File: src/rtl/lrcf_pkg.sv
// Shared constants, types and table builders for the LED ring clock face renderer.
`default_nettype none

package lrcf_pkg;

    localparam int LRCF_RING_LEDS  = 60;
    localparam int LRCF_WHEEL_SPAN = (LRCF_RING_LEDS - 2) + 255 + 40 + 1;
    localparam int LRCF_WHEEL_AW   = $clog2(LRCF_WHEEL_SPAN);
    localparam int LRCF_G_SHIFT    = 20;
    localparam int LRCF_B_SHIFT    = 40;

    localparam logic [2:0] REG_RING_OFFSET = 3'd0;
    localparam logic [2:0] REG_COLOR_MODE  = 3'd1;
    localparam logic [2:0] REG_DIM_START   = 3'd2;
    localparam logic [2:0] REG_DIM_END     = 3'd3;
    localparam logic [2:0] REG_FULL_LEVEL  = 3'd4;
    localparam logic [2:0] REG_DIM_LEVEL   = 3'd5;

    localparam logic [1:0] MODE_STATIC_RAINBOW = 2'd1;
    localparam logic [1:0] MODE_MOVING_RAINBOW = 2'd2;

    localparam logic [5:0] RST_RING_OFFSET = 6'd0;
    localparam logic [1:0] RST_COLOR_MODE  = 2'd0;
    localparam logic [4:0] RST_DIM_START   = 5'd22;
    localparam logic [4:0] RST_DIM_END     = 5'd7;
    localparam logic [8:0] RST_FULL_LEVEL  = 9'd256;
    localparam logic [8:0] RST_DIM_LEVEL   = 9'd64;

    localparam logic [7:0] MARK_R = 8'hd8;
    localparam logic [7:0] MARK_G = 8'h6c;
    localparam logic [7:0] MIN_G  = 8'h20;
    localparam logic [7:0] HOUR_R = 8'hF0;

    localparam logic [1:0] CH_RED   = 2'd0;
    localparam logic [1:0] CH_GREEN = 2'd1;
    localparam logic [1:0] CH_BLUE  = 2'd2;

    typedef logic [7:0] t_wheel_rom [LRCF_WHEEL_SPAN];

    function automatic logic [2:0] mod5(logic [5:0] v);
        logic [9:0] p;
        logic [3:0] q;
        p = 10'(v) * 10'd13;
        q = p[9:6];
        return 3'(v - 6'(q) * 6'd5);
    endfunction

    function automatic longint q62_mul(longint a, longint b);
        logic           neg;
        logic [63:0]    ua;
        logic [63:0]    ub;
        logic [127:0]   p;
        logic [63:0]    r;
        neg = (a < 0) != (b < 0);
        ua  = (a < 0) ? (64'd0 - 64'(a)) : 64'(a);
        ub  = (b < 0) ? (64'd0 - 64'(b)) : 64'(b);
        p   = {64'd0, ua} * {64'd0, ub};
        r   = p[125:62];
        return neg ? -longint'(r) : longint'(r);
    endfunction

    function automatic logic [7:0] wheel_level(longint s);
        longint q;
        longint w;
        longint v;
        q = s / 128;
        w = q * 127 + (longint'(1) << 62);
        v = (w < 0) ? 0 : (w >> 55);
        return (v > 255) ? 8'd255 : 8'(v);
    endfunction

    function automatic t_wheel_rom build_wheel();
        t_wheel_rom     rom;
        longint         sn;
        longint         cs;
        longint         s1;
        longint         c1;
        longint         ns;
        longint         nc;
        longint unsigned term;
        sn   = 0;
        cs   = longint'(1) << 62;
        s1   = 0;
        c1   = longint'(1) << 62;
        term = longint'(1) << 62;
        for (int n = 1; n <= 24; n++) begin
            term = term / 64'(10 * n);
            case (n % 4)
                1:       s1 = s1 + longint'(term);
                2:       c1 = c1 - longint'(term);
                3:       s1 = s1 - longint'(term);
                default: c1 = c1 + longint'(term);
            endcase
        end
        for (int k = 0; k < LRCF_WHEEL_SPAN; k++) begin
            rom[k] = wheel_level(sn);
            ns = q62_mul(sn, c1) + q62_mul(cs, s1);
            nc = q62_mul(cs, c1) - q62_mul(sn, s1);
            sn = ns;
            cs = nc;
        end
        return rom;
    endfunction

endpackage

`default_nettype wire

File: src/rtl/lrcf_intf.sv
// Handshake interfaces for the time input and the LED colour output.
`default_nettype none

interface lrcf_time_if;
    logic       valid;
    logic       ready;
    logic [4:0] hour;
    logic [5:0] minute;

    modport source (output valid, output hour, output minute, input ready);
    modport sink   (input valid, input hour, input minute, output ready);
endinterface

interface lrcf_led_if;
    logic       valid;
    logic       ready;
    logic [5:0] led_index;
    logic [7:0] red;
    logic [7:0] green;
    logic [7:0] blue;
    logic       frame_end;

    modport source (output valid, output led_index, output red, output green,
                    output blue, output frame_end, input ready);
    modport sink   (input valid, input led_index, input red, input green,
                    input blue, input frame_end, output ready);
endinterface

`default_nettype wire

File: src/rtl/lrcf_wheel_rom.sv
// Sine colour wheel ROM with channel offset, wrap and registered read.
`default_nettype none

module lrcf_wheel_rom (
    input  wire logic                              i_clk,
    input  wire logic [lrcf_pkg::LRCF_WHEEL_AW-1:0] i_k,
    input  wire logic [1:0]                        i_ch,
    output logic [7:0]                             o_data
);

    localparam lrcf_pkg::t_wheel_rom WHEEL = lrcf_pkg::build_wheel();

    logic [lrcf_pkg::LRCF_WHEEL_AW:0]   w_sum;
    logic [lrcf_pkg::LRCF_WHEEL_AW-1:0] w_addr;
    logic [7:0]                         r_data;

    always_comb begin
        case (i_ch)
            lrcf_pkg::CH_GREEN: w_sum = {1'b0, i_k} + (lrcf_pkg::LRCF_WHEEL_AW + 1)'(lrcf_pkg::LRCF_G_SHIFT);
            lrcf_pkg::CH_BLUE:  w_sum = {1'b0, i_k} + (lrcf_pkg::LRCF_WHEEL_AW + 1)'(lrcf_pkg::LRCF_B_SHIFT);
            default:            w_sum = {1'b0, i_k};
        endcase
        if (w_sum >= (lrcf_pkg::LRCF_WHEEL_AW + 1)'(lrcf_pkg::LRCF_WHEEL_SPAN)) begin
            w_addr = lrcf_pkg::LRCF_WHEEL_AW'(w_sum
                     - (lrcf_pkg::LRCF_WHEEL_AW + 1)'(lrcf_pkg::LRCF_WHEEL_SPAN));
        end else begin
            w_addr = w_sum[lrcf_pkg::LRCF_WHEEL_AW-1:0];
        end
    end

    always_ff @(posedge i_clk) begin
        r_data <= WHEEL[w_addr];
    end

    assign o_data = r_data;

endmodule

`default_nettype wire

File: src/rtl/led_ring_clock_face_renderer.sv
// Top level: renders one clock face frame of ring LED colours per time update.
//
//  channel   dir  protocol          payload
//  i_time    in   valid/ready       hour[4:0], minute[5:0]
//  o_led     out  valid/ready       led_index[5:0], red, green, blue, frame_end
//  apb       in   psel/penable      paddr[4:0], pwdata[31:0] -> prdata[31:0]
//
//  Each LED goes through a classify state, then a wheel ROM read and a
//  multiply through the shared scaler for each of the three channels, then
//  an output state with the colour on o_led.
//  A frame covers all 60 LEDs, and no new time item is taken before the
//  frame is through.
//  i_time.ready is low from accept until the frame_end item is taken.
//  A stalled o_led holds the sequencer; reset is synchronous, active low.
`default_nettype none

module led_ring_clock_face_renderer (
    input  wire logic        i_clk,
    input  wire logic        i_rst_n,
    lrcf_time_if.sink        i_time,
    lrcf_led_if.source       o_led,
    input  wire logic        psel,
    input  wire logic        penable,
    input  wire logic        pwrite,
    input  wire logic [4:0]  paddr,
    input  wire logic [31:0] pwdata,
    output logic [31:0]      prdata,
    output logic             pready
);

    typedef enum logic [2:0] {
        ST_IDLE,
        ST_CLASS,
        ST_READ,
        ST_MUL,
        ST_OUT
    } t_state;

    typedef enum logic [2:0] {
        CLS_OFF,
        CLS_MARK,
        CLS_WHEEL,
        CLS_MIN,
        CLS_HOUR
    } t_cls;

    localparam int AW = lrcf_pkg::LRCF_WHEEL_AW;
    localparam logic [5:0] LAST_LED = 6'(lrcf_pkg::LRCF_RING_LEDS - 1);
    localparam logic [6:0] RING7    = 7'(lrcf_pkg::LRCF_RING_LEDS);

    logic [5:0] r_ring_offset;
    logic [1:0] r_color_mode;
    logic [4:0] r_dim_start;
    logic [4:0] r_dim_end;
    logic [8:0] r_full_level;
    logic [8:0] r_dim_level;

    t_state     r_state;
    t_cls       r_cls;
    logic       r_in_ready;
    logic       r_out_valid;
    logic       r_frame_end;
    logic [5:0] r_led;
    logic [1:0] r_ch;
    logic [3:0] r_hour;
    logic [5:0] r_minute;
    logic [8:0] r_level;
    logic [5:0] r_off;
    logic [5:0] r_fade_step;
    logic [5:0] r_fade_k;
    logic [7:0] r_phase;
    logic [AW-1:0] r_k;
    logic [7:0] r_red;
    logic [7:0] r_green;
    logic [7:0] r_blue;

    logic       w_cfg_wr;
    logic       w_in_acc;
    logic [5:0] n_minute;
    logic [4:0] n_hour5;
    logic [3:0] n_hour;
    logic [5:0] n_off;
    logic       n_dim;
    logic [5:0] n_i;
    logic [6:0] n_hpos;
    logic [6:0] n_mpos;
    logic [5:0] n_hled;
    logic [5:0] n_mled;
    t_cls       n_cls;
    logic [AW-1:0] n_k;
    logic [7:0] w_rom;
    logic [7:0] n_chan;
    logic [16:0] w_prod;
    logic [7:0] n_scaled;

    assign pready   = 1'b1;
    assign w_cfg_wr = psel && penable && pwrite && pready;

    always_ff @(posedge i_clk) begin
        if (!i_rst_n) begin
            r_ring_offset <= lrcf_pkg::RST_RING_OFFSET;
            r_color_mode  <= lrcf_pkg::RST_COLOR_MODE;
            r_dim_start   <= lrcf_pkg::RST_DIM_START;
            r_dim_end     <= lrcf_pkg::RST_DIM_END;
            r_full_level  <= lrcf_pkg::RST_FULL_LEVEL;
            r_dim_level   <= lrcf_pkg::RST_DIM_LEVEL;
        end else if (w_cfg_wr) begin
            case (paddr[4:2])
                lrcf_pkg::REG_RING_OFFSET: r_ring_offset <= pwdata[5:0];
                lrcf_pkg::REG_COLOR_MODE:  r_color_mode  <= pwdata[1:0];
                lrcf_pkg::REG_DIM_START:   r_dim_start   <= pwdata[4:0];
                lrcf_pkg::REG_DIM_END:     r_dim_end     <= pwdata[4:0];
                lrcf_pkg::REG_FULL_LEVEL:  r_full_level  <= pwdata[8:0];
                lrcf_pkg::REG_DIM_LEVEL:   r_dim_level   <= pwdata[8:0];
                default: ;
            endcase
        end
    end

    always_comb begin
        case (paddr[4:2])
            lrcf_pkg::REG_RING_OFFSET: prdata = {26'd0, r_ring_offset};
            lrcf_pkg::REG_COLOR_MODE:  prdata = {30'd0, r_color_mode};
            lrcf_pkg::REG_DIM_START:   prdata = {27'd0, r_dim_start};
            lrcf_pkg::REG_DIM_END:     prdata = {27'd0, r_dim_end};
            lrcf_pkg::REG_FULL_LEVEL:  prdata = {23'd0, r_full_level};
            lrcf_pkg::REG_DIM_LEVEL:   prdata = {23'd0, r_dim_level};
            default:                   prdata = 32'd0;
        endcase
    end

    assign w_in_acc = i_time.valid && r_in_ready;

    // frame setup from the accepted time
    always_comb begin
        n_minute = (i_time.minute >= 6'(lrcf_pkg::LRCF_RING_LEDS)) ? 6'd0 : i_time.minute;
        n_hour5  = (i_time.hour >= 5'd12) ? (i_time.hour - 5'd12) : i_time.hour;
        n_hour   = (n_hour5 >= 5'd12) ? 4'd0 : n_hour5[3:0];
        n_off    = (r_ring_offset >= 6'(lrcf_pkg::LRCF_RING_LEDS))
                   ? (r_ring_offset - 6'(lrcf_pkg::LRCF_RING_LEDS)) : r_ring_offset;
        n_dim    = (i_time.hour >= r_dim_start) || (i_time.hour < r_dim_end);
    end

    // per-LED classification
    always_comb begin
        if (r_led >= r_off) begin
            n_i = r_led - r_off;
        end else begin
            n_i = 6'({1'b0, r_led} + RING7 - {1'b0, r_off});
        end
        n_hpos = {1'b0, r_hour, 2'b00} + {3'b000, r_hour} + {1'b0, r_off};
        n_mpos = {1'b0, r_minute} + {1'b0, r_off};
        n_hled = (n_hpos >= RING7) ? 6'(n_hpos - RING7) : n_hpos[5:0];
        n_mled = (n_mpos >= RING7) ? 6'(n_mpos - RING7) : n_mpos[5:0];
        if (r_led == n_hled) begin
            n_cls = CLS_HOUR;
        end else if (r_led == n_mled) begin
            n_cls = CLS_MIN;
        end else if ((n_i < r_minute) && (lrcf_pkg::mod5(r_led) != 3'd0)) begin
            n_cls = CLS_WHEEL;
        end else if (lrcf_pkg::mod5(n_i) == 3'd0) begin
            n_cls = CLS_MARK;
        end else begin
            n_cls = CLS_OFF;
        end
        case (r_color_mode)
            lrcf_pkg::MODE_STATIC_RAINBOW: n_k = AW'(n_i);
            lrcf_pkg::MODE_MOVING_RAINBOW: n_k = AW'(n_i) + AW'(r_phase);
            default:                       n_k = AW'(r_fade_k);
        endcase
    end

    lrcf_wheel_rom u_wheel (
        .i_clk  (i_clk),
        .i_k    (r_k),
        .i_ch   (r_ch),
        .o_data (w_rom)
    );

    // shared channel scaler
    always_comb begin
        case (r_cls)
            CLS_HOUR:  n_chan = (r_ch == lrcf_pkg::CH_RED) ? lrcf_pkg::HOUR_R : 8'd0;
            CLS_MIN:   n_chan = (r_ch == lrcf_pkg::CH_GREEN) ? lrcf_pkg::MIN_G : 8'd0;
            CLS_WHEEL: n_chan = w_rom;
            CLS_MARK: begin
                case (r_ch)
                    lrcf_pkg::CH_RED:   n_chan = lrcf_pkg::MARK_R;
                    lrcf_pkg::CH_GREEN: n_chan = lrcf_pkg::MARK_G;
                    default:            n_chan = 8'd0;
                endcase
            end
            default:   n_chan = 8'd0;
        endcase
        w_prod   = 17'(n_chan) * 17'(r_level);
        n_scaled = (w_prod[16:8] > 9'd255) ? 8'd255 : w_prod[15:8];
    end

    always_ff @(posedge i_clk) begin
        if (!i_rst_n) begin
            r_state     <= ST_IDLE;
            r_in_ready  <= 1'b0;
            r_out_valid <= 1'b0;
            r_fade_step <= 6'd0;
            r_phase     <= 8'd0;
            r_led       <= 6'd0;
            r_ch        <= lrcf_pkg::CH_RED;
        end else begin
            case (r_state)
                ST_IDLE: begin
                    if (w_in_acc) begin
                        r_in_ready  <= 1'b0;
                        r_minute    <= n_minute;
                        r_hour      <= n_hour;
                        r_off       <= n_off;
                        r_level     <= n_dim ? r_dim_level : r_full_level;
                        r_fade_k    <= r_fade_step;
                        r_fade_step <= (r_fade_step < 6'(lrcf_pkg::LRCF_RING_LEDS))
                                       ? (r_fade_step + 6'd1) : 6'd0;
                        r_phase     <= r_phase + 8'd1;
                        r_led       <= 6'd0;
                        r_state     <= ST_CLASS;
                    end else begin
                        r_in_ready  <= 1'b1;
                    end
                end
                ST_CLASS: begin
                    r_cls   <= n_cls;
                    r_k     <= n_k;
                    r_ch    <= lrcf_pkg::CH_RED;
                    r_state <= ST_READ;
                end
                ST_READ: begin
                    r_state <= ST_MUL;
                end
                ST_MUL: begin
                    case (r_ch)
                        lrcf_pkg::CH_RED:   r_red   <= n_scaled;
                        lrcf_pkg::CH_GREEN: r_green <= n_scaled;
                        default:            r_blue  <= n_scaled;
                    endcase
                    if (r_ch == lrcf_pkg::CH_BLUE) begin
                        r_out_valid <= 1'b1;
                        r_frame_end <= (r_led == LAST_LED);
                        r_state     <= ST_OUT;
                    end else begin
                        r_ch    <= r_ch + 2'd1;
                        r_state <= ST_READ;
                    end
                end
                ST_OUT: begin
                    if (o_led.ready) begin
                        r_out_valid <= 1'b0;
                        if (r_led == LAST_LED) begin
                            r_in_ready <= 1'b1;
                            r_state    <= ST_IDLE;
                        end else begin
                            r_led   <= r_led + 6'd1;
                            r_state <= ST_CLASS;
                        end
                    end
                end
                default: begin
                    r_state <= ST_IDLE;
                end
            endcase
        end
    end

    assign i_time.ready    = r_in_ready;
    assign o_led.valid     = r_out_valid;
    assign o_led.led_index = r_led;
    assign o_led.red       = r_red;
    assign o_led.green     = r_green;
    assign o_led.blue      = r_blue;
    assign o_led.frame_end = r_frame_end;

endmodule

`default_nettype wire

File: src/flat_wrapper.sv
// flat-port wrapper written by rule: the top's interface ports become plain ports
module led_ring_clock_face_renderer_flat 
  (i_clk, i_rst_n, psel, penable, pwrite, paddr, pwdata, prdata, pready, i_time_valid, i_time_hour, i_time_minute, i_time_ready, o_led_valid, o_led_led_index, o_led_red, o_led_green, o_led_blue, o_led_frame_end, o_led_ready);
  lrcf_time_if i_time_i ();
  lrcf_led_if o_led_i ();
  input  wire logic i_clk;
  input  wire logic i_rst_n;
  input  wire logic psel;
  input  wire logic penable;
  input  wire logic pwrite;
  input  wire logic [4:0] paddr;
  input  wire logic [31:0] pwdata;
  output logic [31:0] prdata;
  output logic pready;
  input wire logic [$bits(i_time_i.valid)-1:0] i_time_valid;
  input wire logic [$bits(i_time_i.hour)-1:0] i_time_hour;
  input wire logic [$bits(i_time_i.minute)-1:0] i_time_minute;
  output wire logic [$bits(i_time_i.ready)-1:0] i_time_ready;
  output wire logic [$bits(o_led_i.valid)-1:0] o_led_valid;
  output wire logic [$bits(o_led_i.led_index)-1:0] o_led_led_index;
  output wire logic [$bits(o_led_i.red)-1:0] o_led_red;
  output wire logic [$bits(o_led_i.green)-1:0] o_led_green;
  output wire logic [$bits(o_led_i.blue)-1:0] o_led_blue;
  output wire logic [$bits(o_led_i.frame_end)-1:0] o_led_frame_end;
  input wire logic [$bits(o_led_i.ready)-1:0] o_led_ready;
  assign i_time_i.valid = i_time_valid;
  assign i_time_i.hour = i_time_hour;
  assign i_time_i.minute = i_time_minute;
  assign i_time_ready = i_time_i.ready;
  assign o_led_valid = o_led_i.valid;
  assign o_led_led_index = o_led_i.led_index;
  assign o_led_red = o_led_i.red;
  assign o_led_green = o_led_i.green;
  assign o_led_blue = o_led_i.blue;
  assign o_led_frame_end = o_led_i.frame_end;
  assign o_led_i.ready = o_led_ready;
  led_ring_clock_face_renderer u_core (.i_clk(i_clk), .i_rst_n(i_rst_n), .i_time(i_time_i), .o_led(o_led_i), .psel(psel), .penable(penable), .pwrite(pwrite), .paddr(paddr), .pwdata(pwdata), .prdata(prdata), .pready(pready));
endmodule
File: config.mk
export PLATFORM = sky130hd
export DESIGN_NAME = led_ring_clock_face_renderer_flat
export DESIGN_NICKNAME = d
export VERILOG_FILES = /design/src/rtl/lrcf_pkg.sv /design/src/rtl/lrcf_intf.sv /design/src/rtl/lrcf_wheel_rom.sv /design/src/rtl/led_ring_clock_face_renderer.sv /design/src/flat_wrapper.sv
export SDC_FILE = /design/constraint.sdc
export NUM_CORES = 1
export LEC_CHECK = 0
export ABC_AREA = 1
export BUFFER_PORTS_ARGS = -buffer_cell sky130_fd_sc_hd__clkbuf_2
export CAP_MARGIN = 10
export CORE_MARGIN = 4
export CORE_UTILIZATION = 60
export CTS_CLUSTER_DIAMETER = 100
export DETAILED_ROUTE_END_ITERATION = 10
export PLACE_DENSITY = 0.9
export SLEW_MARGIN = 20
export SYNTH_ARGS = -nofsm -noshare
export SYNTH_HDL_FRONTEND = slang
export SYNTH_SLANG_ARGS = --single-unit
File: constraint.sdc
create_clock -name i_clk -period 14.9 [get_ports i_clk]
set_input_delay 0.745 -clock i_clk [delete_from_list [all_inputs] [get_ports i_clk]]
set_output_delay 0.745 -clock i_clk [all_outputs]
set_load 0.01 [all_outputs]
# Word level (Yosys, flattened, before mapping)
# Memory sizes are Yosys's and may differ from the RTL's. A register that Yosys moved wholly into a read port is not among the register bits.
# Cells that the tools add are included.
# classes
addsub	20
multipliers	5
magnitude_cmp	13
eq_ne	26
muxes	37
bitwise	2
n_reduce_logical	32
# ops
operator	n
two-way mux 6 bit	9
case mux 9 bit (6 select lines)	1
case mux 8 bit (4 select lines)	1
AND reduction 3 bit	7
multiplier 6 x 4 -> 10 bit, second input constant	2
case mux 10 bit (2 select lines)	1
AND reduction 2 bit	10
== test 3 x 2 -> 1 bit, second input constant	6
two-way mux 9 bit	2
case mux 9 bit (2 select lines)	1
subtractor 6 bit, second input constant	3
multiplier 8 x 9 -> 17 bit	1
two-way mux 8 bit	2
case mux 8 bit (2 select lines)	1
two-way mux 3 bit	5
case mux 3 bit (5 select lines)	1
greater-or-equal comparator 7 x 6 -> 1 bit, second input constant	2
adder 6 x 1 -> 6 bit, second input constant	2
== test 3 bit, second input constant	4
== test 6 bit	2
greater-or-equal comparator 6 bit, second input constant	2
case mux 6 bit (2 select lines)	1
subtractor 6 bit	2
adder 9 x 5 -> 10 bit, second input constant	1
41 further kinds	66
# word_totals
reg_bits	131
mem_bits_ro	4096
input_bits	55
output_inout_bits	66
word_cells	160
n_memories	1
# memory_table
memory	words	word_bits	rd	rd_ports_with_merged_regs	write_ports	line	source
(no name shown)	512	8	1	1	0	lrcf_wheel_rom.sv:32	r_data <= WHEEL[w_addr];

# Depth between registers and ports, before layout
# depth
depth_word	10
depth_mapped	30
ltp_nobuf	30

# Modules after synthesis
# A second synthesis with hierarchy kept.
# unflattened
hier_cells	2227
area_unflattened_um2	15172.1
# modules_own_cells
module	instances	cells_per_inst	area_per_inst_um2	seq_area_each_um2
led_ring_clock_face_renderer	1	1356	10896.7	3303.2
lrcf_wheel_rom	1	871	4275.4	160.2

# Worst setup path before layout
# OpenSTA, ideal clock, no wires.
# synth_path
path_kind	reg2reg
from	register u_core.r_ch[1]
to	register u_core.r_blue[7], in the netlist u_core.o_led.blue[7], data pin
setup_time_ns	0.285
arrival_time_ns	5.123
required_ns	14.615
slack_ns	9.492
stages_incl_launch_ff	27
path_buffers	1
period_less_slack_ns	5.408
cell_sequence	dfxtp_1 -> inv_1 -> ha_1 -> buf_2 -> o21ai_0 -> nand3_1 -> nand2_1 -> inv_1 -> fa_1 -> fa_1 -> fa_1 -> inv_1 -> fa_1 -> inv_1 -> ha_1 -> inv_1 -> nor3_1 -> nand2_1 -> nand3_1 -> a21o_1 -> a21o_1 -> nand2_1 -> nand2_1 -> nand4_1 -> nand2_1 -> xor2_2 -> nand3_1
# synth_between
elab_chain_cells	6
word_cells_on_any_way	9
cone_classes	mul (1); order compare (1); eq/ne (1); mux (5); reduce/logical (1)
# synth_rtl
element	line	source
start, declared	led_ring_clock_face_renderer.sv:64	logic [1:0] r_ch;
start signal, assigned	led_ring_clock_face_renderer.sv:207	r_ch <= lrcf_pkg::CH_RED;
start signal, assigned	led_ring_clock_face_renderer.sv:230	r_ch <= lrcf_pkg::CH_RED;
start signal, assigned	led_ring_clock_face_renderer.sv:247	r_ch <= r_ch + 2'd1;
== test 2 x 1 -> 1 bit or zero test 2 bit (tied branches)	led_ring_clock_face_renderer.sv:184, led_ring_clock_face_renderer.sv:187, led_ring_clock_face_renderer.sv:183	
case mux 8 bit (2 select lines) (tied with other cells)	led_ring_clock_face_renderer.sv:187	case (r_ch)
case mux 8 bit (4 select lines) *	led_ring_clock_face_renderer.sv:182	case (r_cls)
multiplier 8 x 9 -> 17 bit *	led_ring_clock_face_renderer.sv:195	w_prod = 17'(n_chan) * 17'(r_level);
greater-than comparator 9 x 8 -> 1 bit	led_ring_clock_face_renderer.sv:196	n_scaled = (w_prod[16:8] > 9'd255) ? 8'd255 : w_prod[15:8];
two-way mux 8 bit *	led_ring_clock_face_renderer.sv:196	
named net u_core.n_scaled[7]	led_ring_clock_face_renderer.sv:94	logic [7:0] n_scaled;
end signal, assigned	led_ring_clock_face_renderer.sv:240	default: r_blue <= n_scaled;
end, declared	led_ring_clock_face_renderer.sv:75	logic [7:0] r_blue;
# Mark *: on every way through the listed nets, which the timed path passes. The rest lies on a longest branch.
# A chain may end at the register's enable or synchronous reset.

# Worst setup path in the final report
# layout_path
from	register u_core.r_cls[2]
to	register u_core.r_blue[3], in the netlist u_core.o_led.blue[3], data pin
# layout_between
elab_chain_cells	5
word_cells_on_any_way	8
cone_classes	mul (1); order compare (1); eq/ne (4); mux (2)
# layout_rtl
element	line	source
start, declared	led_ring_clock_face_renderer.sv:59	t_cls r_cls;
start signal, assigned	led_ring_clock_face_renderer.sv:228	r_cls <= n_cls;
== test 3 x 1 -> 1 bit (tied with other cells)	led_ring_clock_face_renderer.sv:182	
case mux 8 bit (4 select lines) *	led_ring_clock_face_renderer.sv:182	
multiplier 8 x 9 -> 17 bit *	led_ring_clock_face_renderer.sv:195	
greater-than comparator 9 x 8 -> 1 bit	led_ring_clock_face_renderer.sv:196	
two-way mux 8 bit *	led_ring_clock_face_renderer.sv:196	
named net u_core.n_scaled[3]	led_ring_clock_face_renderer.sv:94	
# Marked as above.

==> flow_metrics.tcl <==
set metrics [dict create \
    die_height_um 165 \
    worst-path-buf-inv 6 \
    final_util 0.653 \
    vias 15200 \
    hold_class "reg2reg" \
    leakagePower_uw 0.00809 \
    synth_top_family_by_area "simple AND/OR/NAND/NOR gates" \
    synth_top_area_frac 0.138 \
    fin_crit_ns 6.31 \
    drt_iter0_drc 1888 \
    root_buffer "clkbuf_16" \
    muxShareOfSynthArea 0.00143 \
    period_share 0.423 \
    criticalPathCategory "reg2reg" \
    status "finished, final reports clean" \
    crit_slowest_cell "fa_1" \
    htreeDepth 4 \
    synthSimpleGateAreaFrac 0.310 \
    firstDrtPassIters 6 \
    synth_seq_cells 139 \
    async_reset_ff_frac 0 \
    grt_max_degree 92 \
    ys_top_cells_by_count "nand2_1 (547), inv_1 (293), nand3_1 (220)" \
    detail-route-antenna-nets 0 \
    yosysTopAreaCell "nand2_1" \
    synthTopCellsByArea "nand2_1 (14%), edfxtp_1 (14%), ha_1 (12%)" \
    hold_viol_final 0 \
    rsz0062_at_grt "false" \
    rows 57 \
    cpLargestDelayFamily "adder cells" \
    max-vdd-ir-drop_mv 0.0797 \
    worstSetupStartpointType "flop" \
    clk_pin_slew_ns 0.07 \
    setup_violations 0 \
    post_drt_wl_per_cell_um 20.0 \
    num_io_pins 121 \
    crit_required_ns 15.04 \
    clockBufferDepth 2 \
    regToRegSetupSlack_ns 8.59 \
    yosys.area_share.adder 0.197 \
    fin_nets 2430 \
    cts_tree "done" \
    drt_wl_total_um 50100 \
    gp_congestion 1.09 \
    end_kind "flop" \
    path_max_fanout 9 \
    hold_buffers 0 \
    fmax_mhz 159 \
    worst_pin_slew_ns 1.06 \
    io_buffers 71 \
    grt_pass1_wl_um 77500 \
    syn_inst 2132 \
    slew_headroom 0.287 \
    tns_ns 0 \
    grt_usage 0.363 \
    core_mm2 0.0243 \
    viasPerCell 6.06 \
    clkLatencyLatePin_ns 0.43 \
    numCtsBuffers 17 \
    clock_skew_ns 0.0133 \
    post-route-drc-count 0 \
    synth_seq_area_share 0.234 \
    yosys_warnings 0 \
    hpwl_um 36400 \
    synth-edff-count 68 \
    layout-drive-gt1-share 0.0809 \
    synth_cell_types 59 \
    max_stage_delay_ns 0.55 \
    antenna_found_initial 0 \
    maxCapViolations 0 \
    start_util 0.610 \
    die_w_um 165 \
    avgSynthCellArea_um2 6.95 \
    power.density_mw_per_mm2 114 \
    post_cts_buffers 0 \
    syn2layout_area_growth_pct 7.04 \
    clkSinkCount 139 \
    num_antenna_cells 0 \
    cp_data_arrival_time_ns 6.45 \
    yosysMostFrequentCell "nand2_1" \
    grt_pass1_vias 14600 \
    grt_overflow 0 \
    yosys.area_share.xor_xnor 0.0335 \
    synthFlopType "dfxtp_1" \
    die-area_mm2 0.0273 \
    netlist_area_mm2 0.0148 \
    slew_viol_final 0 \
    synth-compound-area-share 0.114 \
    cts_resized 0 \
]
[report_power, final]
part           internal, uW  leakage, uW  switching, uW
Clock                   230     0.000299            210
Sequential              447      0.00119           15.4
Combinational           281      0.00660            629
Total                   959      0.00809            855
[path summary, 6_finish.rpt]
kind,from,endpoint,cells after the start
max,u_core.r_cls[2],u_core.o_led.blue[3],26
min,u_core.r_fade_step[5],u_core.r_fade_k[5],0
max reg2reg,u_core.r_cls[2],u_core.o_led.blue[3],26
min reg2reg,u_core.r_fade_step[5],u_core.r_fade_k[5],0
[placed cells by master, fill, tap and decap left out, types with 8 or more instances in the layout]
cell	synthesis	final
dfxtp_1	71	71
a31oi_1	8	8
nand2_1	547	547
inv_2	9	9
inv_1	293	293
nor3_1	24	23
fa_1	55	55
o21ai_0	91	91
o211ai_1	16	16
conb_1	2	24
buf_4	32	9
nor2_1	186	184
nand2_2	14	14
edfxtp_1	68	68
xor2_1	30	30
o21ai_1	16	16
ha_1	146	146
nand4_1	25	25
a21oi_1	104	104
a21o_1	9	9
clkbuf_16	0	17
xnor2_1	23	23
nand3_1	220	220
clkbuf_2	0	71
[layout make-up]
cell class	count	area [um2]
multi-input cells	1632	9820
fillers	2067	8450
flip-flops and latches	139	3460
inverters	304	1140
clock buffers	17	425
repair buffers	80	423
well taps	324	405
clock inverters	15	191
[state kept, by name, indices dropped and copies added, names as in the netlist, 4 cells and up]
| register | flops |
|---|---|
| u_core.o_led.red | 8 |
| u_core.r_hour | 4 |
| u_core.u_wheel.o_data | 8 |
| u_core.r_ring_offset | 6 |
| u_core.r_phase | 8 |
| u_core.o_led.green | 8 |
| u_core.r_k | 9 |
| u_core.r_level | 9 |
| u_core.r_minute | 6 |
| u_core.r_off | 6 |
| u_core.r_fade_step | 6 |
| u_core.r_full_level | 9 |
| u_core.o_led.blue | 8 |
| u_core.r_dim_start | 5 |
| u_core.o_led.led_index | 6 |
| u_core.r_fade_k | 6 |
| u_core.r_dim_level | 9 |
| u_core.r_dim_end | 5 |
[per-layer routing]
| layer | wire length (um) | share of wire | track usage | up-vias |
|---|---|---|---|---|
| met5 | 0 | 0 | 0 | - |
| met1 | 19000 | 0.38 | 0.465 | 7026 |
| li1 | - | - | - | 7009 |
| met4 | 2730 | 0.055 | 0.182 | 0 |
| met2 | 23000 | 0.46 | 0.588 | 1002 |
| met3 | 5320 | 0.11 | 0.0700 | 192 |
[worst register-to-register path, delay by kind of cell (launching register included)]
kind / cells / cell delay (ns)
adders and majority gates: 5 / 2.36
AOI/OAI and AO/OA: 3 / 0.67
and+or+nand+nor: 11 / 1.58
buffers and inverters: 6 / 0.60
DFF: 1 / 0.41
xor gates and xnor gates: 1 / 0.38
[through the flow]
stage               power (uW)  hold slack, ns  worst slack, ns  instance area, um2  cells
floorplan                 1120           0.425             9.49               14900   2154
global placement          1310           0.445             8.88               15200   2479
detailed placement        1340           0.448             8.71               15200   2479
CTS                       1780           0.465             8.65               15900   2511
global route              1920           0.480             8.21               15900   2511
finish                    1810           0.465             8.59               15900   2511
[kinds of logic (layout without fill, tap and decap cells)]
family,Yosys count,after routing
flops,139,139
compound gates,293,293
mux,2,2
buf+inv,383,416
other cells,2,24
fa+ha+maj,201,201
xor+xnor,55,55
simple gates,1057,1057
Power figures use the tool's default switching activity.
